`src/design/bmprle_pkg.sv`:
```
`timescale 1ns / 1ps
// ----------------------------------------------------------------------------
// bmprle_pkg
// Shared types, constants and helpers of the 8-bit palette bitmap decoder.
// ----------------------------------------------------------------------------
package bmprle_pkg;

  localparam int DISPLAY_WIDTH  = 480;
  localparam int DISPLAY_HEIGHT = 320;
  localparam int PALETTE_DEPTH  = 256;
  localparam int PAL_AW         = $clog2(PALETTE_DEPTH);
  localparam int PAL_DW         = 24;

  localparam int CFG_IDX_W  = 2;
  localparam int CFG_DATA_W = 12;

  localparam logic [CFG_IDX_W-1:0] CFG_IMG_WIDTH  = 2'd0;
  localparam logic [CFG_IDX_W-1:0] CFG_IMG_HEIGHT = 2'd1;
  localparam logic [CFG_IDX_W-1:0] CFG_COMP_MODE  = 2'd2;

  localparam logic [11:0] IMG_WIDTH_RST  = 12'd480;
  localparam logic [11:0] IMG_HEIGHT_RST = 12'd320;
  localparam logic        COMP_MODE_RST  = 1'b0;

  localparam logic [1:0] KIND_PAL   = 2'd0;
  localparam logic [1:0] KIND_DATA  = 2'd1;
  localparam logic [1:0] KIND_START = 2'd2;

  localparam logic [7:0] ESC_EOL   = 8'd0;
  localparam logic [7:0] ESC_EOB   = 8'd1;
  localparam logic [7:0] ESC_DELTA = 8'd2;

  typedef struct packed {
    logic [11:0] img_width;
    logic [11:0] img_height;
    logic        rle;
  } cfg_t;

  typedef struct packed {
    logic [1:0] kind;
    logic [7:0] data_byte;
    logic [7:0] entry_index;
    logic [7:0] entry_red;
    logic [7:0] entry_green;
    logic [7:0] entry_blue;
  } item_t;

  typedef struct packed {
    logic       valid;
    logic [8:0] x;
    logic [8:0] y;
    logic [7:0] len;
    logic       lookup;
    logic       done;
  } res_t;

  function automatic logic idx_in_range(input logic [7:0] idx);
    return {1'b0, idx} < 9'(PALETTE_DEPTH);
  endfunction

  function automatic logic [15:0] sat_x_add(input logic [15:0] x, input logic [7:0] inc);
    logic [16:0] sum;
    sum = {1'b0, x} + {9'b0, inc};
    return sum[16] ? 16'hFFFF : sum[15:0];
  endfunction

  function automatic logic signed [16:0] sat_y_sub(input logic signed [16:0] y,
                                                   input logic [7:0] dec);
    logic signed [17:0] diff;
    diff = $signed({y[16], y}) - $signed({10'b0, dec});
    return (diff < -18'sd65536) ? 17'h10000 : diff[16:0];
  endfunction

  function automatic logic visible(input logic [15:0] x, input logic signed [16:0] y);
    return (x < 16'(DISPLAY_WIDTH)) && !y[16] && (y[15:0] < 16'(DISPLAY_HEIGHT));
  endfunction

  function automatic logic [15:0] rgb565(input logic [PAL_DW-1:0] e);
    return {e[23:19], e[15:10], e[7:3]};
  endfunction

endpackage

```
`src/design/bmprle_if.sv`:
```


interface bmprle_out_if;
  logic        valid;
  logic        ready;
  logic [8:0]  pixel_x;
  logic [8:0]  pixel_y;
  logic [7:0]  run_length;
  logic [15:0] color;
  logic        image_done;

  modport source (output valid, pixel_x, pixel_y, run_length, color, image_done,
                  input ready);
  modport sink (input valid, pixel_x, pixel_y, run_length, color, image_done,
                output ready);
endinterface

```
`src/design/bmprle_pipe.sv`:
```
`timescale 1ns / 1ps
// ----------------------------------------------------------------------------
// bmprle_pipe
// Lookup stage and output register: waits for the palette read, forms the
// RGB565 color and holds the result until the sink takes it.
// ----------------------------------------------------------------------------
module bmprle_pipe (
  input  logic                               clk_i,
  input  logic                               rst_ni,
  input  logic                               accept_i,
  input  bmprle_pkg::res_t                   res_i,
  input  logic [bmprle_pkg::PAL_DW-1:0]      rdata_i,
  output logic                               in_ready_o,
  output logic                               s1_valid_o,
  bmprle_out_if.source                       out_o
);

  bmprle_pkg::res_t s1_q;
  logic             s1_valid_q, s1_valid_d;
  logic             out_valid_q, out_valid_d;
  logic             adv;
  logic [8:0]       x_q, y_q;
  logic [7:0]       len_q;
  logic [15:0]      color_q;
  logic             done_q;

  assign adv        = !out_valid_q || out_o.ready;
  assign in_ready_o = !s1_valid_q || adv;
  assign s1_valid_o = s1_valid_q;

  always_comb begin
    s1_valid_d = s1_valid_q;
    if (accept_i) begin
      s1_valid_d = res_i.valid;
    end else if (adv) begin
      s1_valid_d = 1'b0;
    end
    out_valid_d = adv ? s1_valid_q : out_valid_q;
  end

  always_ff @(posedge clk_i or negedge rst_ni) begin
    if (!rst_ni) begin
      s1_valid_q  <= 1'b0;
      out_valid_q <= 1'b0;
    end else begin
      s1_valid_q  <= s1_valid_d;
      out_valid_q <= out_valid_d;
    end
  end

  always_ff @(posedge clk_i) begin
    if (accept_i) begin
      s1_q <= res_i;
    end
    if (adv && s1_valid_q) begin
      x_q     <= s1_q.x;
      y_q     <= s1_q.y;
      len_q   <= s1_q.len;
      color_q <= s1_q.lookup ? bmprle_pkg::rgb565(rdata_i) : 16'd0;
      done_q  <= s1_q.done;
    end
  end

  assign out_o.valid      = out_valid_q;
  assign out_o.pixel_x    = x_q;
  assign out_o.pixel_y    = y_q;
  assign out_o.run_length = len_q;
  assign out_o.color      = color_q;
  assign out_o.image_done = done_q;

endmodule
```
`src/flat_wrapper.sv`:
```
// flat-port wrapper written by rule: the top's interface ports become plain ports
module bmprle_pipe_flat 
  (clk_i, rst_ni, accept_i, res_i, rdata_i, in_ready_o, s1_valid_o, out_o_valid, out_o_pixel_x, out_o_pixel_y, out_o_run_length, out_o_color, out_o_image_done, out_o_ready);
  bmprle_out_if out_o_i ();
  input  logic clk_i;
  input  logic rst_ni;
  input  logic accept_i;
  input  bmprle_pkg::res_t res_i;
  input  logic [bmprle_pkg::PAL_DW-1:0] rdata_i;
  output logic in_ready_o;
  output logic s1_valid_o;
  output wire logic [$bits(out_o_i.valid)-1:0] out_o_valid;
  output wire logic [$bits(out_o_i.pixel_x)-1:0] out_o_pixel_x;
  output wire logic [$bits(out_o_i.pixel_y)-1:0] out_o_pixel_y;
  output wire logic [$bits(out_o_i.run_length)-1:0] out_o_run_length;
  output wire logic [$bits(out_o_i.color)-1:0] out_o_color;
  output wire logic [$bits(out_o_i.image_done)-1:0] out_o_image_done;
  input wire logic [$bits(out_o_i.ready)-1:0] out_o_ready;
  assign out_o_valid = out_o_i.valid;
  assign out_o_pixel_x = out_o_i.pixel_x;
  assign out_o_pixel_y = out_o_i.pixel_y;
  assign out_o_run_length = out_o_i.run_length;
  assign out_o_color = out_o_i.color;
  assign out_o_image_done = out_o_i.image_done;
  assign out_o_i.ready = out_o_ready;
  bmprle_pipe u_core (.clk_i(clk_i), .rst_ni(rst_ni), .accept_i(accept_i), .res_i(res_i), .rdata_i(rdata_i), .in_ready_o(in_ready_o), .s1_valid_o(s1_valid_o), .out_o(out_o_i));
endmodule
```
`config.mk`:
```
export PLATFORM = sky130hd
export DESIGN_NAME = bmprle_pipe_flat
export DESIGN_NICKNAME = d
export VERILOG_FILES = /design/src/design/bmprle_pkg.sv /design/src/design/bmprle_if.sv /design/src/design/bmprle_pipe.sv /design/src/flat_wrapper.sv
export SDC_FILE = /design/constraint.sdc
export NUM_CORES = 1
export LEC_CHECK = 0
export BUFFER_PORTS_ARGS = -buffer_cell sky130_fd_sc_hd__buf_2
export CORE_UTILIZATION = 45
export DETAILED_ROUTE_END_ITERATION = 16
export GPL_TIMING_DRIVEN = 0
export PLACE_DENSITY_LB_ADDON = 0.2
export SLEW_MARGIN = 30
export SYNTH_ARGS = -nofsm -noshare
export SYNTH_HDL_FRONTEND = slang
export SYNTH_SLANG_ARGS = --single-unit
```
`constraint.sdc`:
```
create_clock -name clk_i -period 4.3 [get_ports clk_i]
set_clock_uncertainty 0.2 [all_clocks]
set_input_delay 1.075 -clock clk_i [delete_from_list [all_inputs] [get_ports clk_i]]
set_output_delay 1.075 -clock clk_i [all_outputs]
set_load 0.05 [all_outputs]
```
==> impl_results.md, run 1 <==
- Achievable frequency: around 350 MHz
- # Max-Cap Violations: 0
- CTS H-Tree Depth: 3
- Largest delay contributor family on the critical path: buffers and inverters
- Yosys reg bits: 73
- Crit path largest cell delay: 0.23 ns
- Overall routing resource usage: around 14%
- Area grow syn2layout: 30.4%
- Mapped cell area: 2340 sq um
- GRT overflow: 0
- CTS Sinks: between 70 and 80
- Slowest CP cell: buf_2
- Global-route wire length before repair: ~5.2 mm
- Most frequent cells in the layout: buf_2 (94), edfxtp_1 (71), and2_2 (13), clkbuf_8 (9), and2_1 (4)
- Cell mode on critical path: buf_2
- Critical Path AT: 1.59 ns
- Post-Syn Instances: 96
- Number of setup violations in the final report: 0
- Worst Setup Start Kind: input port
- Setup Total Neg Slack: 0 ns
- Critical path buffers and inverters: 2
- Warnings from Yosys: 0
- Commonest non-fill, non-tap cell in the layout: buf_2
- HP Class: flop to flop
- Clk pin slew, worst setup/hold paths: approximately 0.07 ns
- Critical Path RT: roughly 3.0 ns
- Core ar.: approximately 5000 sq um
- # hold bufs at CTS: 0
- Mapped Nets: about 150
- Slew margin rel.: 57.4%
- Worst-Margin Slew: around 0.64 ns
- Antenna-violating nets left: 0
- IO Count: approximately 100
- CTS tree: yes
- Vias in the first global route: 1,187
- Finished layout cell area: between 3000 and 4000 sq um
- Synthesized area per cell: ~24 sq um
- Post-DP HPWL: between 2 and 2.5 mm
- Clk_lat worst skew: 0.32 ns
- Post-CTS resize count: 0
- Iter 0 DRT Violations: 31
- Fin nets: about 260
- Setup crit end kind: output port
- Min Tclk post-route: approximately 2.9 ns
- Starting Density: around 48%
- Peak supply drop: 0.233 mV
- WHS: 0.217 ns
- Area after DPL: about 2900 sq um
- Distinct cells, synth: 9
- TritonCTS buffer count: 9
- N_diodes: 0
- Drt total wl: roughly 3.5 mm
- Die area: 5500 sq um
- Gpl congestion: between 0.6 and 0.7
- WL/cell: 13.0 um
- Post-CTS Setup Repair Bufs: 0
- Status: completed
- Final Hold Violating Endpoints: 0
- Crit path max fanout: 2
- RSZ-0062 raised after global routing: no
- Clk root buf: clkbuf_8
- Layout cells sized above 1: around 59%
- Via count: roughly 1,200
- CP cell instances: buf_2, nand3b_1, buf_2
- Drt via density: roughly 4.5
- Static Leakage: around 1.2 nW
- Largest net degree at the start of global routing: 32
- Residual DRC: 0
- Port buffer count: 94
- Placement Rows: 25
- Power Density: between 400 and 500 nW/um^2
- Slew Viols, Final: 0
- Initial antenna violation count: 0
- Fin crit share: between 60 and 70%
- CTS max path bufs: 2
- Critical path class: input port to output port
- Chip Height: 74.2 um
- Chip width: roughly 74 um
- Drt first pass iters: 3
- Sequential fraction of the synthesis area: roughly 93%
## area by class of cell
type,instances,area (sq um)
Sequential cell,73,2180
Fill cell,373,1820
Timing Repair Buffer,95,490
Multi-Input combinational cell,22,151
Clock buffer,9,124
Tap cell,67,83.8
Clock inverter,3,12.5
Buffer,1,11.3
## cells in the mapped netlist
cell	count	share of area, %
edfxtp_1	71	91
nand3b_1	1	0.32
and2_2	12	3.8
o21ai_1	1	0.21
buf_6	1	0.48
nand2_1	1	0.16
dfrtp_1	2	2.1
and2_1	5	1.3
nand2b_1	2	0.53
## registers in the layout (all words and copies together), names as in the netlist
name	cells
u_core.s1_q	28
u_core.out_o.valid	1
u_core.out_o.color	16
u_core.s1_valid_o	1
u_core.out_o.run_length	8
u_core.out_o.pixel_y	9
u_core.out_o.image_done	1
u_core.out_o.pixel_x	9
## logic make-up after synthesis
group                  count (synthesis)  share of synthesized area (%)
AO/OA/AOI/OAI                          1                          0.213
buffers and inverters                  1                          0.480
flip-flops                            73                           93.1
AND/OR/NAND/NOR                       21                           6.19
## routing by layer
layer,share of wire [%],GRT usage [%],vias up
li1,-,-,573
met1,38,13.3,563
met2,49,23.3,69
met3,10,6.37,10
met4,2.7,10.3,0
met5,0,0,-
## final timing paths
kind	end	slack (ns)	depth (start not counted)	from
hold / removal	u_core.out_o.run_length[1]	0.22	0	u_core.s1_q[3]
setup reg to reg	u_core.out_o.color[5]	2.70	3	u_core.out_o.valid
min in group asynchronous	u_core.s1_valid_o	0.33	1	rst_ni
setup / recovery	in_ready_o	1.43	3	out_o_ready
hold reg to reg	u_core.out_o.run_length[1]	0.22	0	u_core.s1_q[3]
max in group asynchronous	u_core.out_o.valid	3.47	1	rst_ni
## through the flow
step           util [%]  std cells  power, mW  setup slack, ns
6_report           62.6        270       1.41             1.43
5_1_grt            62.6        270       1.46             1.42
4_1_cts            62.6        270       1.42             1.44
3_5_place_dp       59.8        258       1.02             1.45
3_3_place_gp       59.4        257       1.02             1.07
2_1_floorplan         -         96      0.968             1.46
## report_power, final
group,switching [mW],internal [mW],leakage (nW)
Combinational,0.117,0.0418,0.451
Clock,0.208,0.191,0.0718
Sequential,0.0117,0.837,0.703
No activity file was read; power rests on OpenSTA's default activity.
==> run 2, diff against run 1 <==
- clock period: 4.3 -> 2.79 ns (I/O delays scaled with it)
==> impl_results.md, run 2 (synthesis gave the netlist of run 1 again) <==
- Status: completed (unchanged)
- Crit path to: in_ready_o (unchanged)
- Residual DRC: 0 (unchanged)
- IO Count: 103 (unchanged)
- Worst Setup Start Kind: input port (unchanged)
- Die area: 5500 sq um (unchanged)
- Power Density: 708 nW/um^2 (was 460 nW/um^2)
- R2r startpoint: u_core.out_o.valid (unchanged)
- Critical Path RT: 1.89 ns (was 3.02 ns)
- Post-CTS resize count: 0 (unchanged)
- Post-DP HPWL: 2.47 mm (unchanged)
- Placement Rows: 25 (unchanged)
- Core ar.: 4880 sq um (unchanged)
- Min Tclk post-route: around 2.1 ns
- Global-route wire length before repair: 5.20 mm (unchanged)
- Slew margin rel.: 57.5% (was 57.4%)
- Iter 0 DRT Violations: 31 (unchanged)
- Starting Density: 48.0% (unchanged)
- Vias in the first global route: 1,187 (unchanged)
- Clk pin slew, worst setup/hold paths: 0.07 ns (about the same)
- Achievable frequency: roughly 470 MHz
- Setup crit start: out_o_ready (unchanged)
- Crit path max fanout: 2 (unchanged)
- N_diodes: 0 (unchanged)
- Critical path class: input port to output port (unchanged)
- Area grow syn2layout: 30.8% (was 30.4%)
- Worst-Margin Slew: 0.638 ns (was 0.639 ns)
- Largest net degree at the start of global routing: 32 (unchanged)
- Port buffer count: 94 (unchanged)
- Number of setup violations in the final report: 0 (unchanged)
- HP Class: flop to flop (unchanged)
- FF-to-FF path depth: 3 (unchanged)
- Drt via density: 4.49 (was 4.50)
- Clk_lat worst skew: 0.32 ns (about the same)
- Chip Height: 74.2 um (unchanged)
- CTS max path bufs: 2 (unchanged)
- Commonest non-fill, non-tap cell in the layout: buf_2 (unchanged)
- # Max-Cap Violations: 0 (unchanged)
- Peak supply drop: 0.359 mV (was 0.233 mV)
- R2R setup slack: 1.19 ns (was 2.70 ns)
- Layout cells sized above 1: 58.3% (was 58.6%)
- TritonCTS buffer count: 9 (unchanged)
- R2R Path End: u_core.out_o.color[5] (unchanged)
- Max reg flops: 28 (unchanged)
- GRT overflow: 0 (unchanged)
- Drt total wl: 3.51 mm (was 3.50 mm)
- Via count: 1,216 (was 1,215)
- Slew Viols, Final: 0 (unchanged)
- Overall routing resource usage: 13.9% (unchanged)
- Initial antenna violation count: 0 (unchanged)
- Gpl congestion: 0.619 (unchanged)
- Area after DPL: 2920 sq um (unchanged)
- Final Hold Violating Endpoints: 0 (unchanged)
- CTS H-Tree Depth: 3 (unchanged)
- Fin nets: 260 (was 259)
- Most frequent cells in the layout: buf_2 (94), edfxtp_1 (71), and2_2 (13), clkbuf_8 (9), and2_1 (4) (unchanged)
- Static Leakage: 1.23 nW (about the same)
- Clk root buf: clkbuf_8 (unchanged)
- Finished layout cell area: 3070 sq um (was 3060 sq um)
- Post-layout util: 62.8% (was 62.6%)
- RSZ-0062 raised after global routing: no (unchanged)
- Chip width: 74.2 um (unchanged)
- Fin crit share: 75.6%
- Critical Path AT: 1.21 ns (was 1.59 ns)
- CTS tree: yes (unchanged)
- CTS Sinks: 73 (unchanged)
- Drt first pass iters: 3 (unchanged)
- Most flop-heavy register: u_core.s1_q (unchanged)
- Antenna-violating nets left: 0 (unchanged)
- Setup crit end kind: output port (unchanged)
- WL/cell: 12.9 um (was 13.0 um)
[run 2: what timing repair did]
item / CTS / global route
setup buffers: 0 / 0
hold buffers: 1 / 0
hold endpoints to repair: 2 / 0
[run 2: cell type report]
| class | count | area [sq um] |
|---|---|---|
| Clock buffer | 9 | 124 |
| Buffer | 1 | 11.3 |
| Tap cell | 67 | 83.8 |
| Sequential cell | 73 | 2180 |
| Timing Repair Buffer | 96 | 500 |
| Multi-Input combinational cell | 22 | 151 |
| Fill cell | 369 | 1810 |
| Clock inverter | 3 | 12.5 |
[run 2: power by group]
group          internal [mW]  total [mW]  switching, mW
Clock                  0.295       0.616          0.321
Combinational         0.0653       0.246          0.180
Sequential              1.29        1.31         0.0180
Total                   1.65        2.17          0.519
[run 2: worst min path at each step]
stage / endpoint / from / depth (start not counted)
2_1_floorplan: u_core.out_o.valid / rst_ni / 0
3_3_place_gp: u_core.out_o.image_done / u_core.s1_q[0] / 0
3_5_place_dp: u_core.out_o.image_done / u_core.s1_q[0] / 0
4_1_cts: u_core.out_o.image_done / u_core.s1_q[0] / 0
5_1_grt: u_core.out_o.pixel_y[8] / u_core.s1_q[18] / 0
6_report: u_core.out_o.run_length[1] / u_core.s1_q[3] / 0
[run 2: worst max-delay path, cell delays in order]
cell and delay [ns]:
buf_2 0.10, nand3b_1 0.18, buf_2 0.23
[run 2: metrics by stage]
step | hold slack [ns] | setup TNS [ns] | std cells | worst slack (ns) | power (mW)
after floorplan | 0.200 | 0 | 96 | 0.326 | 1.49
after global placement | 0.201 | -2.42 | 257 | -0.0585 | 1.57
after detailed placement | 0.205 | 0 | 258 | 0.693 | 1.58
after CTS | 0.219 | 0 | 271 | 0.689 | 2.19
after global routing | 0.224 | 0 | 271 | 0.663 | 2.25
final | 0.217 | 0 | 271 | 0.680 | 2.17
[run 2: metal layers]
layer  GRT usage (%)  share of wire (%)  vias to the layer above
met5               0                  0                        -
met4            10.3                2.7                        0
met1            13.3                 38                      562
met2            23.3                 49                       69
li1                -                  -                      575
met3            6.37                 10                       10
