`src/design/bmprle_pkg.sv`:
```
`timescale 1ns / 1ps
// ----------------------------------------------------------------------------
// bmprle_pkg
// Shared types, constants and helpers of the 8-bit palette bitmap decoder.
// ----------------------------------------------------------------------------
package bmprle_pkg;

  localparam int DISPLAY_WIDTH  = 480;
  localparam int DISPLAY_HEIGHT = 320;
  localparam int PALETTE_DEPTH  = 256;
  localparam int PAL_AW         = $clog2(PALETTE_DEPTH);
  localparam int PAL_DW         = 24;

  localparam int CFG_IDX_W  = 2;
  localparam int CFG_DATA_W = 12;

  localparam logic [CFG_IDX_W-1:0] CFG_IMG_WIDTH  = 2'd0;
  localparam logic [CFG_IDX_W-1:0] CFG_IMG_HEIGHT = 2'd1;
  localparam logic [CFG_IDX_W-1:0] CFG_COMP_MODE  = 2'd2;

  localparam logic [11:0] IMG_WIDTH_RST  = 12'd480;
  localparam logic [11:0] IMG_HEIGHT_RST = 12'd320;
  localparam logic        COMP_MODE_RST  = 1'b0;

  localparam logic [1:0] KIND_PAL   = 2'd0;
  localparam logic [1:0] KIND_DATA  = 2'd1;
  localparam logic [1:0] KIND_START = 2'd2;

  localparam logic [7:0] ESC_EOL   = 8'd0;
  localparam logic [7:0] ESC_EOB   = 8'd1;
  localparam logic [7:0] ESC_DELTA = 8'd2;

  typedef struct packed {
    logic [11:0] img_width;
    logic [11:0] img_height;
    logic        rle;
  } cfg_t;

  typedef struct packed {
    logic [1:0] kind;
    logic [7:0] data_byte;
    logic [7:0] entry_index;
    logic [7:0] entry_red;
    logic [7:0] entry_green;
    logic [7:0] entry_blue;
  } item_t;

  typedef struct packed {
    logic       valid;
    logic [8:0] x;
    logic [8:0] y;
    logic [7:0] len;
    logic       lookup;
    logic       done;
  } res_t;

  function automatic logic idx_in_range(input logic [7:0] idx);
    return {1'b0, idx} < 9'(PALETTE_DEPTH);
  endfunction

  function automatic logic [15:0] sat_x_add(input logic [15:0] x, input logic [7:0] inc);
    logic [16:0] sum;
    sum = {1'b0, x} + {9'b0, inc};
    return sum[16] ? 16'hFFFF : sum[15:0];
  endfunction

  function automatic logic signed [16:0] sat_y_sub(input logic signed [16:0] y,
                                                   input logic [7:0] dec);
    logic signed [17:0] diff;
    diff = $signed({y[16], y}) - $signed({10'b0, dec});
    return (diff < -18'sd65536) ? 17'h10000 : diff[16:0];
  endfunction

  function automatic logic visible(input logic [15:0] x, input logic signed [16:0] y);
    return (x < 16'(DISPLAY_WIDTH)) && !y[16] && (y[15:0] < 16'(DISPLAY_HEIGHT));
  endfunction

  function automatic logic [15:0] rgb565(input logic [PAL_DW-1:0] e);
    return {e[23:19], e[15:10], e[7:3]};
  endfunction

endpackage

```
`src/design/bmprle_parser.sv`:
```
`timescale 1ns / 1ps
// ----------------------------------------------------------------------------
// bmprle_parser
// Bitmap byte parser: cursor, RLE phase and row padding state, one item per
// cycle while items are accepted, giving the run that the accepted item causes.
// ----------------------------------------------------------------------------
module bmprle_parser (
  input  logic                clk_i,
  input  logic                rst_ni,
  input  logic                accept_i,
  input  bmprle_pkg::item_t   item_i,
  input  bmprle_pkg::cfg_t    cfg_i,
  output bmprle_pkg::res_t    res_o
);

  localparam logic [2:0] PH_FIRST   = 3'd0;
  localparam logic [2:0] PH_SECOND  = 3'd1;
  localparam logic [2:0] PH_DX      = 3'd2;
  localparam logic [2:0] PH_DY      = 3'd3;
  localparam logic [2:0] PH_ABS     = 3'd4;
  localparam logic [2:0] PH_ABS_PAD = 3'd5;
  localparam logic [2:0] PH_ROW_PAD = 3'd6;

  localparam logic signed [16:0] CUR_Y_RST = $signed({5'b0, bmprle_pkg::IMG_HEIGHT_RST}) - 17'sd1;

  logic [2:0]         phase_q, phase_d, phase_eff;
  logic [15:0]        cur_x_q, cur_x_d, x_inc;
  logic signed [16:0] cur_y_q, cur_y_d;
  logic [7:0]         first_q, first_d;
  logic [7:0]         rem_q, rem_d, rem_dec;
  logic [1:0]         pad_q, pad_d, pad_dec, row_pad;
  logic               fin_q, fin_d;
  logic               drawn, row_end, idx_ok;
  logic [15:0]        room;
  logic [7:0]         b;
  bmprle_pkg::res_t   res;

  assign b       = item_i.data_byte;
  assign idx_ok  = bmprle_pkg::idx_in_range(b);
  assign x_inc   = bmprle_pkg::sat_x_add(cur_x_q, 8'd1);
  assign pad_dec = (pad_q != 2'd0) ? pad_q - 2'd1 : pad_q;
  assign rem_dec = (rem_q != 8'd0) ? rem_q - 8'd1 : rem_q;
  assign row_pad = 2'd0 - cfg_i.img_width[1:0];
  assign drawn   = bmprle_pkg::visible(cur_x_q, cur_y_q);
  assign room    = 16'(bmprle_pkg::DISPLAY_WIDTH) - cur_x_q;
  assign phase_eff = (phase_q == PH_ROW_PAD) ? PH_FIRST : phase_q;

  always_comb begin
    phase_d = phase_q;
    cur_x_d = cur_x_q;
    cur_y_d = cur_y_q;
    first_d = first_q;
    rem_d   = rem_q;
    pad_d   = pad_q;
    fin_d   = fin_q;
    row_end = 1'b0;
    res     = '0;

    if (accept_i) begin
      case (item_i.kind)
        bmprle_pkg::KIND_START: begin
          phase_d = PH_FIRST;
          cur_x_d = '0;
          cur_y_d = $signed({5'b0, cfg_i.img_height}) - 17'sd1;
          first_d = '0;
          rem_d   = '0;
          pad_d   = '0;
          fin_d   = !cfg_i.rle && ((cfg_i.img_width == 12'd0) || (cfg_i.img_height == 12'd0));
        end
        bmprle_pkg::KIND_DATA: begin
          if (!fin_q && !cfg_i.rle) begin
            if (phase_q == PH_ROW_PAD) begin
              pad_d = pad_dec;
              if (pad_dec == 2'd0) begin
                row_end = 1'b1;
              end
            end else begin
              phase_d = PH_FIRST;
              cur_x_d = x_inc;
              if (drawn) begin
                res.valid  = 1'b1;
                res.len    = 8'd1;
                res.lookup = idx_ok;
              end
              if (x_inc >= {4'b0, cfg_i.img_width}) begin
                pad_d = row_pad;
                if (row_pad != 2'd0) begin
                  phase_d = PH_ROW_PAD;
                end else begin
                  row_end = 1'b1;
                end
              end
            end
            if (row_end) begin
              phase_d = PH_FIRST;
              cur_x_d = '0;
              if (cur_y_q <= 17'sd0) begin
                fin_d     = 1'b1;
                res.valid = 1'b1;
                res.done  = 1'b1;
              end else begin
                cur_y_d = cur_y_q - 17'sd1;
              end
            end
          end else if (!fin_q) begin
            phase_d = phase_eff;
            unique case (phase_eff)
              PH_SECOND: begin
                phase_d = PH_FIRST;
                if (first_q != 8'd0) begin
                  cur_x_d = bmprle_pkg::sat_x_add(cur_x_q, first_q);
                  if (drawn) begin
                    res.valid  = 1'b1;
                    res.len    = ({8'b0, first_q} < room) ? first_q : room[7:0];
                    res.lookup = idx_ok;
                  end
                end else begin
                  case (b)
                    bmprle_pkg::ESC_EOL: begin
                      cur_x_d = '0;
                      cur_y_d = bmprle_pkg::sat_y_sub(cur_y_q, 8'd1);
                    end
                    bmprle_pkg::ESC_EOB: begin
                      fin_d     = 1'b1;
                      res.valid = 1'b1;
                      res.done  = 1'b1;
                    end
                    bmprle_pkg::ESC_DELTA: begin
                      phase_d = PH_DX;
                    end
                    default: begin
                      rem_d   = b;
                      pad_d   = {1'b0, b[0]};
                      phase_d = PH_ABS;
                    end
                  endcase
                end
              end
              PH_DX: begin
                cur_x_d = bmprle_pkg::sat_x_add(cur_x_q, b);
                phase_d = PH_DY;
              end
              PH_DY: begin
                cur_y_d = bmprle_pkg::sat_y_sub(cur_y_q, b);
                phase_d = PH_FIRST;
              end
              PH_ABS: begin
                cur_x_d = x_inc;
                rem_d   = rem_dec;
                if (rem_dec == 8'd0) begin
                  phase_d = (pad_q != 2'd0) ? PH_ABS_PAD : PH_FIRST;
                end
                if (drawn) begin
                  res.valid  = 1'b1;
                  res.len    = 8'd1;
                  res.lookup = idx_ok;
                end
              end
              PH_ABS_PAD: begin
                pad_d   = '0;
                phase_d = PH_FIRST;
              end
              default: begin
                first_d = b;
                phase_d = PH_SECOND;
              end
            endcase
          end
        end
        default: ;
      endcase
    end

    // runs with no pixels carry zero coordinates
    if (res.len != 8'd0) begin
      res.x = cur_x_q[8:0];
      res.y = cur_y_q[8:0];
    end
  end

  assign res_o = res;

  always_ff @(posedge clk_i or negedge rst_ni) begin
    if (!rst_ni) begin
      phase_q <= PH_FIRST;
      cur_x_q <= '0;
      cur_y_q <= CUR_Y_RST;
      first_q <= '0;
      rem_q   <= '0;
      pad_q   <= '0;
      fin_q   <= 1'b0;
    end else begin
      phase_q <= phase_d;
      cur_x_q <= cur_x_d;
      cur_y_q <= cur_y_d;
      first_q <= first_d;
      rem_q   <= rem_d;
      pad_q   <= pad_d;
      fin_q   <= fin_d;
    end
  end

endmodule

```
`config.mk`:
```
export PLATFORM = sky130hd
export DESIGN_NAME = bmprle_parser
export DESIGN_NICKNAME = d
export VERILOG_FILES = /design/src/design/bmprle_pkg.sv /design/src/design/bmprle_parser.sv
export SDC_FILE = /design/constraint.sdc
export NUM_CORES = 1
export LEC_CHECK = 0
export BUFFER_PORTS_ARGS = -buffer_cell sky130_fd_sc_hd__buf_2
export CAP_MARGIN = 20
export CORE_ASPECT_RATIO = 0.5
export CORE_MARGIN = 3
export CORE_UTILIZATION = 50
export CTS_CLUSTER_SIZE = 14
export DETAILED_ROUTE_END_ITERATION = 16
export GPL_ROUTABILITY_DRIVEN = 0
export PLACE_DENSITY = 0.76
export SETUP_SLACK_MARGIN = 0.3
export SLEW_MARGIN = 20
export SYNTH_ARGS = -nofsm -noshare
export SYNTH_HDL_FRONTEND = slang
export SYNTH_SLANG_ARGS = --single-unit
export TNS_END_PERCENT = 20
```
`constraint.sdc`:
```
create_clock -name clk_i -period 7.7 [get_ports clk_i]
set_clock_uncertainty 0.2 [all_clocks]
set_input_delay 0.77 -clock clk_i [delete_from_list [all_inputs] [get_ports clk_i]]
set_output_delay 0.77 -clock clk_i [all_outputs]
set_load 0.05 [all_outputs]
```
==> metrics.csv, run 1 <==
metric,value,unit
RSZ-0062 raised after global routing,no,
met3 Use GR,0.0485,
Pwr Density,188,mW/mm^2
max-slew violation count,0,
Top Usage Layer GRT,met2,
Synth Area per Inst,7.31,sq um
grt total ovfl,0,
worst path arrival time,4.69,ns
sequential element share of the synthesized area,0.192,
post-synth net total,1115,
status,finished clean,
die area,0.0160,sq mm
"top cells by area, synth","dfrtp_1 (17%), ha_1 (9.4%), nor2_1 (5.4%)",
"Net count, final",1145,
hold path cells,2,
class of the worst hold path,flip-flop to flip-flop,
GRT Total Usage,0.283,
"flops & latches, synth",55,
Placed Instances,1203,
Initial Utilization,0.521,
global-route wire length before repair,37.2,mm
r2r setup slk,3.05,ns
DR iter-0 viols,805,
drc violations,0,
hold_sp,cur_y_q[0],
Root Buffer,clkbuf_16,
remaining antenna violation count,0,
CTS Hold Bufs,0,
Max Cap Viol,0,
Top-Level Pins,99,
period utilisation layout,0.735,
Ys Warns,0,
Bufs on Longest Clock Path,2,
vias in the first global route,7222,
# clock sinks,55,
drt first pass iters,6,
synth-to-layout area growth,7.71,%
initial antenna violation count,0,
Num CTS Buffers,5,
DIE HEIGHT,91.0,microns
CTS tree,built,
Fin. Hold Viols,0,
area share of the leading cell type in the synthesized netlist,0.166,
Synth Instances,988,
critical setup path kind,flip-flop to output pin,
clock slew at reported path FFs,0.08,ns
Slew HR,0.320,
r2r endpoint,cur_x_q[11],
Synth area leader,dfrtp_1,
core area,0.0139,sq mm
Post-Layout Cell Count,1211,
Post-synth ARST share,1.00,
Resize count post-CTS,0,
critical path startpoint category,flip-flop,
PortBufs,66,
Via Count,7873,
Least-Margin Pin Slew,1.02,ns
hold path endpoint,cur_y_q[0],
ant diodes,0,
maximum vdd ir drop,0.000105,V
"leading cell type in the layout, fill and taps excluded",nor2_1,
Clock Latency Late Sink,0.31,ns
Core Rows,30,
H-Tree Depth,2,
Die X-Extent,176,microns
largest net degree at the start of global routing,56,
CP Data Required Time,6.73,ns
most frequent cells in the layout,"nor2_1 (103), nand2_1 (92), o21ai_0 (72)",
M1 GR Usage,0.404,
GR met2 Demand/Resource,0.447,
Worst Reg-to-Reg Cells,14,
post-route setup TNS,0,ns
Post-Syn Area,0.00722,sq mm
Leakage,3.27,nW
vias per cell,6.50,
Routed WL,23.0,mm
number of synthesized flops with an enable pin,0,
R2R Path Start,cur_x_q[9],
Post CTS Setup Buffer Count,0,
routed length per instance,19.0,microns
final setup violation count,0,
estimated wirelength of the detail-placed design,17.3,mm
"Top FF cell, synth",dfrtp_1,
maximum clock frequency,177,MHz
share of cells above drive strength 1,0.110,
Cell variety after synth,82,
minimum clock period,5.66,ns
CP Max Fanout,18,
Critical Path End Type,output pin,
-- power breakdown --
part | internal, mW | switching (mW)
clock network | 0.133 | 0.130
logic | 0.291 | 0.465
registers | 0.343 | 0.101
total | 0.768 | 0.696
-- synth_stat cells (all sizes together), types with 7 or more instances --
cell    instances
a211oi          9
a21boi         19
a21oi          70
a221oi          9
a31oi          16
and2           12
buf            17
clkbuf         32
dfrtp          48
dfstp           7
ha             54
inv            65
nand2          92
nand2b         16
nand3          32
nand3b          9
nand4          13
nor2          104
nor3           29
nor4           16
o211ai         14
o21a           14
o21ai          87
o22ai          12
o31ai          18
or2             7
xnor2          33
xor2           16
-- worst max-delay path by stage --
stage / startpoint / to / slack (ns) / depth (start not counted)
2_1_floorplan: cur_x_q[1] / res_o[12] / 2.81 / 11
3_3_place_gp: cur_x_q[3] / res_o[21] / 2.57 / 11
3_5_place_dp: cur_x_q[3] / res_o[14] / 2.48 / 11
4_1_cts: cur_x_q[3] / res_o[14] / 2.13 / 11
5_1_grt: cur_x_q[3] / res_o[17] / 1.65 / 11
6_report: cur_x_q[3] / res_o[14] / 2.04 / 11
-- state kept, by name, summed over array words and instances (netlist names) --
| signal | count |
|---|---|
| phase_q | 3 |
| first_q | 8 |
| cur_x_q | 16 |
| cur_y_q | 17 |
| pad_q | 2 |
| rem_q | 8 |
| fin_q | 1 |
-- worst max-delay path, stage by stage, from the launching register on --
cell and delay [ns]:
dfrtp_1 0.61, or4_1 0.66, nor2_1 0.17, xnor2_1 0.21, ha_1 0.31, a2111oi_0 0.51, o31ai_1 0.20, nand3_1 0.40
nor2_1 0.10, a211o_1 0.58, a21boi_0 0.32, buf_2 0.30
-- cells by family (layout without fill, tap and decap cells) --
kind of cell	after synthesis	in the layout	synth area share
mux	8	8	0.0116
flops	55	55	0.192
fa+ha+maj	57	57	0.102
simple gates	365	365	0.253
xor+xnor	49	49	0.0594
buf+inv	114	145	0.0636
compound gates	340	340	0.318
-- per-layer routing --
layer  share of wire  routed length, microns
met1            0.43                    9920
met2            0.44                   10200
met3            0.11                    2490
met4           0.016                     365
met5               0                       0
-- area by class of cell --
type | instances | area, sq um
Fill cell | 1336 | 6070
Multi-Input combinational cell | 819 | 5380
Sequential cell | 55 | 1390
Timing Repair Buffer | 72 | 375
Inverter | 65 | 244
Tap cell | 192 | 240
Clock buffer | 6 | 139
Clock inverter | 2 | 17.5
-- through the flow --
stage / hold WS (ns) / utilization / setup slack [ns] / cell area [sq um] / power, mW
CTS: 0.327 / 0.562 / 2.13 / 7780 / 1.44
floorplan: 0.274 / - / 2.81 / 7220 / 0.986
detailed placement: 0.316 / 0.550 / 2.48 / 7620 / 1.18
global route: 0.364 / 0.562 / 1.65 / 7780 / 1.57
finish: 0.328 / 0.562 / 2.04 / 7780 / 1.46
global placement: 0.306 / 0.550 / 2.57 / 7620 / 1.15
Note: power is estimated with default switching activity, not from simulation.
==> inputs of run 2 (changes only) <==
--- a/config.mk
+++ b/config.mk
@@ -5,6 +5,7 @@
 export SDC_FILE = /design/constraint.sdc
 export NUM_CORES = 1
 export LEC_CHECK = 0
+export ABC_AREA = 1
 export BUFFER_PORTS_ARGS = -buffer_cell sky130_fd_sc_hd__buf_2
 export CAP_MARGIN = 20
 export CORE_ASPECT_RATIO = 0.5
@@ -13,7 +14,7 @@
 export CTS_CLUSTER_SIZE = 14
 export DETAILED_ROUTE_END_ITERATION = 16
 export GPL_ROUTABILITY_DRIVEN = 0
-export PLACE_DENSITY = 0.76
+export PLACE_DENSITY = 0.75
 export SETUP_SLACK_MARGIN = 0.3
 export SLEW_MARGIN = 20
 export SYNTH_ARGS = -nofsm -noshare
==> constraint.sdc (replaced) <==
create_clock -name clk_i -period 5.7 [get_ports clk_i]
set_clock_uncertainty 0.2 [all_clocks]
set_input_delay 0.57 -clock clk_i [delete_from_list [all_inputs] [get_ports clk_i]]
set_output_delay 0.57 -clock clk_i [all_outputs]
set_load 0.05 [all_outputs]
==> run 2 against run 1 <==
Compared with the run above:
- final area grew 11%
- utilization shrank 0.67 points
- total power grew 40%
- hold slack lost 0.11 ns
- largest cell class unchanged
==> metrics.csv, run 2 <==
metric,value,unit,change
Die X-Extent,186,microns,was 176 microns
"flops & latches, synth",55,,unchanged
switch share,0.503,,was 0.475
vias per cell,5.76,,was 6.50
Synth Area per Inst,6.20,sq um,was 7.31 sq um
synth-to-layout area growth,7.13,%,was 7.71%
remaining antenna violation count,0,,unchanged
Core Rows,32,,was 30
share of cells above drive strength 1,0.145,,was 0.110
Pint,1.02,mW,was 0.768 mW
Final Power,2.06,mW,was 1.46 mW
Placed Instances,1545,,was 1203
class of the worst hold path,input pin to asynchronous set/reset pin,,was flip-flop to flip-flop
critical path startpoint category,flip-flop,,unchanged
# fillers,1561,,was 1336
Resize count post-CTS,0,,unchanged
initial antenna violation count,0,,unchanged
DR iter-0 viols,745,,was 805
"Net count, final",1475,,was 1145
Top-Level Pins,99,,unchanged
maximum clock frequency,202,MHz,
max reg flops,17,,unchanged
period utilisation layout,0.869,,
Top reg by flops,cur_y_q,,unchanged
Leakage,4.67,nW,was 3.27 nW
critical setup path kind,flip-flop to output pin,,unchanged
Synth Instances,1304,,was 988
Synth area leader,nand2_1,,was dfrtp_1
max-slew violation count,0,,unchanged
GRT Total Usage,0.288,,was 0.283
core area,0.0156,sq mm,was 0.0139 sq mm
Clk pwr share,0.160,,was 0.180
final setup violation count,0,,unchanged
Clock Latency Late Sink,0.31,ns,about the same
# clock sinks,55,,unchanged
CP Max Fanout,19,,was 18
Largest regs,"cur_y_q: 17 flops, cur_x_q: 16 flops",,unchanged
Max Cap Viol,0,,unchanged
Post-synth ARST share,1.00,,unchanged
number of synthesized flops with an enable pin,0,,unchanged
Critical Path End Type,output pin,,unchanged
Post-Syn Area,0.00809,sq mm,was 0.00722 sq mm
post-synth net total,1431,,was 1115
Routed WL,25.6,mm,was 23.0 mm
Ys Warns,0,,unchanged
r2r setup slk,1.49,ns,was 3.05 ns
CP Data Required Time,4.93,ns,was 6.73 ns
"count leader, synth",nand2_1,,was nor2_1
largest net degree at the start of global routing,56,,unchanged
ant diodes,0,,unchanged
Cell variety after synth,54,,was 82
die area,0.0178,sq mm,was 0.0160 sq mm
Via Count,8946,,was 7873
Bufs on Longest Clock Path,2,,unchanged
global-route wire length before repair,41.3,mm,was 37.2 mm
most frequent cells in the layout,"nand2_1 (338), inv_1 (176), nand3_1 (106)",,"was nor2_1 (103), nand2_1 (92), o21ai_0 (72)"
vias in the first global route,8301,,was 7222
Initial Utilization,0.518,,was 0.521
grt total ovfl,0,,unchanged
synth cell count leaders,"nand2_1 (338), inv_1 (176), nand3_1 (106), o21ai_0 (98), nor2_1 (95)",,"was nor2_1 (103), nand2_1 (92), o21ai_0 (72), a21oi_1 (69), inv_1 (65)"
Fin. Hold Viols,0,,unchanged
Logic pwr share,0.563,,was 0.517
H-Tree Depth,2,,unchanged
drt first pass iters,5,,was 6
worst path arrival time,4.19,ns,was 4.69 ns
"leading cell type in the layout, fill and taps excluded",nand2_1,,was nor2_1
PortBufs,66,,unchanged
Post-DP Area,0.00852,sq mm,was 0.00762 sq mm
Post CTS Setup Buffer Count,0,,unchanged
NetSw,1.03,mW,was 0.696 mW
Slew HR,0.424,,was 0.320
Post-Layout Cell Count,1553,,was 1211
Root Buffer,clkbuf_16,,unchanged
clock slew at reported path FFs,0.08,ns,about the same
estimated wirelength of the detail-placed design,19.4,mm,was 17.3 mm
DIE HEIGHT,95.9,microns,was 91.0 microns
routed length per instance,16.5,microns,was 19.0 microns
CTS Hold Bufs,0,,unchanged
maximum vdd ir drop,0.000126,V,was 0.000105 V
Pwr Density,237,mW/mm^2,was 188 mW/mm^2
final core utilization,0.555,,was 0.562
"top cells by area, synth","nand2_1 (16%), dfrtp_1 (15%), ha_1 (8.4%)",,"was dfrtp_1 (17%), ha_1 (9.4%), nor2_1 (5.4%)"
Least-Margin Pin Slew,0.863,ns,was 1.02 ns
post-route setup TNS,0,ns,unchanged
CTS tree,built,,unchanged
minimum clock period,4.96,ns,
status,finished clean,,unchanged
design area,0.00867,sq mm,was 0.00778 sq mm
RSZ-0062 raised after global routing,no,,unchanged
drc violations,0,,unchanged
"Top FF cell, synth",dfrtp_1,,unchanged
area share of the leading cell type in the synthesized netlist,0.157,,was 0.166
Num CTS Buffers,5,,unchanged
sequential element share of the synthesized area,0.171,,was 0.192
sequential share of power,0.277,,was 0.303
## run 2: cell count changes in the layout (fill, tap and decap cells not counted), moves of 17 or more
cell / change
nand4_1: +20
nand2_1: +246
xnor2_1: -24
nand3_1: +74
nand2_2: +22
inv_1: +111
o21ai_2: +17
o21ai_0: +26
## run 2: final timing paths
check	start	to	cells past startpoint
setup / recovery	cur_x_q[0]	res_o[27]	20
hold reg to reg	pad_q[0]	pad_q[0]	2
hold / removal	rst_ni	first_q[7]	2
setup reg to reg	cur_x_q[1]	cur_y_q[16]	22
min in group clk_i	pad_q[0]	pad_q[0]	2
max in group asynchronous	rst_ni	phase_q[1]	2
## run 2: worst max-delay path, stage by stage, from the launching register on
cell	delay (ns)
dfrtp_1	0.50
inv_1	0.32
ha_1	0.24
inv_1	0.05
nor2_1	0.14
nand2_2	0.12
nand2_1	0.12
xor2_1	0.21
ha_1	0.26
nand2_1	0.08
o21ai_0	0.08
a31oi_1	0.31
nor2_4	0.09
nand3_1	0.13
nand3_1	0.18
nand2_1	0.10
nand2_1	0.06
nand2_2	0.07
nand2_4	0.22
a21oi_1	0.28
buf_2	0.30
## run 2: cell families (layout without fill, tap and decap cells)
logic type | after synthesis | after routing | synth area share
simple gates | 664 | 664 | 0.388
compound gates | 257 | 257 | 0.189
buf+inv | 232 | 277 | 0.118
fa+ha+maj | 57 | 57 | 0.0910
flops | 55 | 55 | 0.171
xor+xnor | 39 | 39 | 0.0422
## run 2: cell type report
class	count	area [sq um]	area share
Clock buffer	7	133	0.0153
Clock inverter	1	8.76	0.00101
Inverter	195	736	0.0849
Multi-Input combinational cell	1017	5760	0.664
Sequential cell	55	1390	0.160
Tap cell	204	255	0.0295
Timing Repair Buffer	74	390	0.0450
## run 2: routing by layer
metal  part of all wire  track usage  wire length [microns]  vias to the layer above
met1               0.44        0.392                  11200                     4060
li1                   -            -                      -                     4368
met2               0.43        0.466                  11100                      465
met3               0.11       0.0623                   2720                       53
met4              0.020       0.0755                    517                        0
met5                  0            0                      0                        -
## run 2: power by group through the flow
stage / Combinational [mW] / Clock (mW) / Sequential (mW)
floorplan: 0.903 / 0 / 0.527
global placement: 1.10 / 0 / 0.569
detailed placement: 1.12 / 0 / 0.572
CTS: 1.13 / 0.327 / 0.564
global route: 1.30 / 0.344 / 0.578
finish: 1.16 / 0.330 / 0.569
## run 2: through the flow
step / hold WS [ns] / setup slack [ns]
6_report: 0.219 / 0.744
3_5_place_dp: 0.273 / 1.15
3_3_place_gp: 0.276 / 1.22
4_1_cts: 0.260 / 0.807
2_1_floorplan: 0.0744 / 1.16
5_1_grt: 0.296 / 0.419
==> inputs of run 3 (changes only) <==
==> constraint.sdc (replaced) <==
create_clock -name clk_i -period 5.3 [get_ports clk_i]
set_clock_uncertainty 0.2 [all_clocks]
set_input_delay 0.53 -clock clk_i [delete_from_list [all_inputs] [get_ports clk_i]]
set_output_delay 0.53 -clock clk_i [all_outputs]
set_load 0.05 [all_outputs]
==> run 3 against run 2 <==
Compared with the run above:
- register-to-register slack got worse by 0.27 ns
- global-route usage increased by 0.18 points
- sequential power increased by 7.2%
- total power increased by 7.9%
- via count increased by 1.2%
- final area increased by 0.68%
- combinational power increased by 8%
- highest routed layer unchanged
==> metrics.csv, run 3 (synthesis results as in run 2) <==
metric,value,unit,change
Slew HR,0.390,,was 0.424
ant diodes,0,,unchanged
Core Rows,32,,unchanged
global-route wire length before repair,41.5,mm,was 41.3 mm
CP Max Fanout,18,,was 19
Via Count,9049,,was 8946
die area,0.0178,sq mm,unchanged
R2R Path Start,cur_x_q[1],,unchanged
share of cells above drive strength 1,0.154,,was 0.145
# clock sinks,55,,unchanged
Num CTS Buffers,5,,unchanged
Critical Path End Type,output pin,,unchanged
Placed Instances,1547,,was 1545
drc violations,0,,unchanged
routed length per instance,16.5,microns,about the same
PortBufs,66,,unchanged
final setup violation count,0,,unchanged
Leakage,4.70,nW,was 4.67 nW
minimum clock period,4.77,ns,
maximum clock frequency,210,MHz,
Fin. Hold Viols,0,,unchanged
estimated wirelength of the detail-placed design,19.7,mm,was 19.4 mm
clock slew at reported path FFs,0.08,ns,about the same
maximum vdd ir drop,0.000137,V,was 0.000126 V
Post-Layout Cell Count,1558,,was 1553
period utilisation layout,0.900,,
Largest regs,"cur_y_q: 17 flops, cur_x_q: 16 flops",,unchanged
class of the worst hold path,input pin to asynchronous set/reset pin,,unchanged
Bufs on Longest Clock Path,2,,unchanged
Routed WL,25.7,mm,was 25.6 mm
r2r endpoint,cur_y_q[9],,was cur_y_q[16]
Pwr Density,254,mW/mm^2,was 237 mW/mm^2
post-route setup TNS,0,ns,unchanged
largest net degree at the start of global routing,56,,unchanged
most frequent cells in the layout,"nand2_1 (338), inv_1 (174), nand3_1 (106)",,"was nand2_1 (338), inv_1 (176), nand3_1 (106)"
vias in the first global route,8394,,was 8301
critical path startpoint category,flip-flop,,unchanged
# fillers,1588,,was 1561
Max Cap Viol,0,,unchanged
DR iter-0 viols,800,,was 745
CP Data Required Time,4.57,ns,was 4.93 ns
grt total ovfl,0,,unchanged
Top-Level Pins,99,,unchanged
crit path capture,res_o[28],,was res_o[27]
critical setup path kind,flip-flop to output pin,,unchanged
worst path arrival time,4.04,ns,was 4.19 ns
vias per cell,5.81,,was 5.76
CTS tree,built,,unchanged
Top reg by flops,cur_y_q,,unchanged
Worst Reg-to-Reg Cells,25,,was 22
drt first pass iters,6,,was 5
RSZ-0062 raised after global routing,no,,unchanged
Root Buffer,clkbuf_16,,unchanged
Least-Margin Pin Slew,0.914,ns,was 0.863 ns
initial antenna violation count,0,,unchanged
core area,0.0156,sq mm,unchanged
max reg flops,17,,unchanged
Clock Latency Late Sink,0.31,ns,about the same
GRT Total Usage,0.290,,was 0.288
"Net count, final",1480,,was 1475
status,finished clean,,unchanged
DIE HEIGHT,95.9,microns,unchanged
max-slew violation count,0,,unchanged
synth-to-layout area growth,7.86,%,was 7.13%
"leading cell type in the layout, fill and taps excluded",nand2_1,,unchanged
Initial Utilization,0.518,,unchanged
Critical Path Start,cur_x_q[1],,was cur_x_q[0]
r2r setup slk,1.22,ns,was 1.49 ns
Die X-Extent,186,microns,unchanged
remaining antenna violation count,0,,unchanged
H-Tree Depth,2,,unchanged
==> run 3: cell types whose count changed in the layout (fill, tap and decap cells not counted), sizes merged <==
cell,previous run,this run
clkinv,4,6
buf,74,78
clkbuf,7,6
==> run 3: power breakdown <==
part	switching, mW	leakage (nW)	internal [mW]	total, mW
registers	0.108	0.716	0.502	0.610
logic	0.832	3.91	0.421	1.25
clock network	0.180	0.0740	0.177	0.356
total	1.12	4.70	1.10	2.22
==> run 3: worst max-delay path: stages, from the launching register on <==
cell	delay, ns
dfrtp_2	0.50
ha_1	0.21
nand2_1	0.07
inv_2	0.07
nand2_1	0.09
nor2_4	0.18
nand2_4	0.10
nor2_4	0.15
inv_2	0.15
o21ai_1	0.25
ha_1	0.20
nand2_1	0.06
o21bai_1	0.16
nand2_1	0.07
nand3_1	0.06
nand2_1	0.06
nand3_1	0.06
nand2_1	0.12
nand2_1	0.11
nand3b_4	0.12
nand2_4	0.16
nand2_1	0.13
nand2_1	0.06
a21boi_0	0.26
clkbuf_4	0.30
==> run 3: worst min path at each step <==
stage | to | start | slack [ns] | depth (start not counted)
3_3_place_gp | pad_q[0] | pad_q[0] | 0.28 | 2
3_5_place_dp | pad_q[0] | pad_q[0] | 0.28 | 2
2_1_floorplan | cur_x_q[0] | rst_ni | 0.03 | 0
4_1_cts | first_q[7] | rst_ni | 0.22 | 2
6_report | cur_x_q[14] | rst_ni | 0.20 | 2
5_1_grt | first_q[5] | rst_ni | 0.27 | 2
==> run 3: final cells by class <==
type                            instances  area [sq um]  area share
Clock inverter                          3          18.8     0.00215
Clock buffer                            5           125      0.0143
Multi-Input combinational cell       1017          5760       0.660
Timing Repair Buffer                   79           443      0.0508
Tap cell                              204           255      0.0293
Inverter                              195           736      0.0843
Sequential cell                        55          1390       0.159
==> run 3: stage by stage <==
step | hold WS, ns | cell area, sq um | power (mW) | utilization | setup slack [ns]
floorplan | 0.0344 | 8090 | 1.54 | - | 0.797
finish | 0.196 | 8720 | 2.22 | 0.559 | 0.529
global placement | 0.276 | 8530 | 1.80 | 0.546 | 0.875
CTS | 0.220 | 8680 | 2.19 | 0.556 | 0.423
detailed placement | 0.280 | 8530 | 1.83 | 0.546 | 0.757
global route | 0.271 | 8720 | 2.40 | 0.559 | 0.320
==> run 3: metal layers <==
layer | vias to the layer above | wire, microns | share of wire | GRT usage
li1 | 4400 | - | - | -
met1 | 4140 | 11100 | 0.43 | 0.387
met2 | 463 | 11300 | 0.44 | 0.474
met3 | 46 | 2940 | 0.11 | 0.0676
met4 | 0 | 434 | 0.017 | 0.0774
met5 | - | 0 | 0 | 0
==> run 3: repair_timing <==
item | in CTS | in global routing
setup endpoints to repair | 0 | 19
gates resized for setup | 0 | 8
endpoints found under the hold margin | 0 | 0
buffers inserted | 0 | 3
hold buffers | 0 | 0
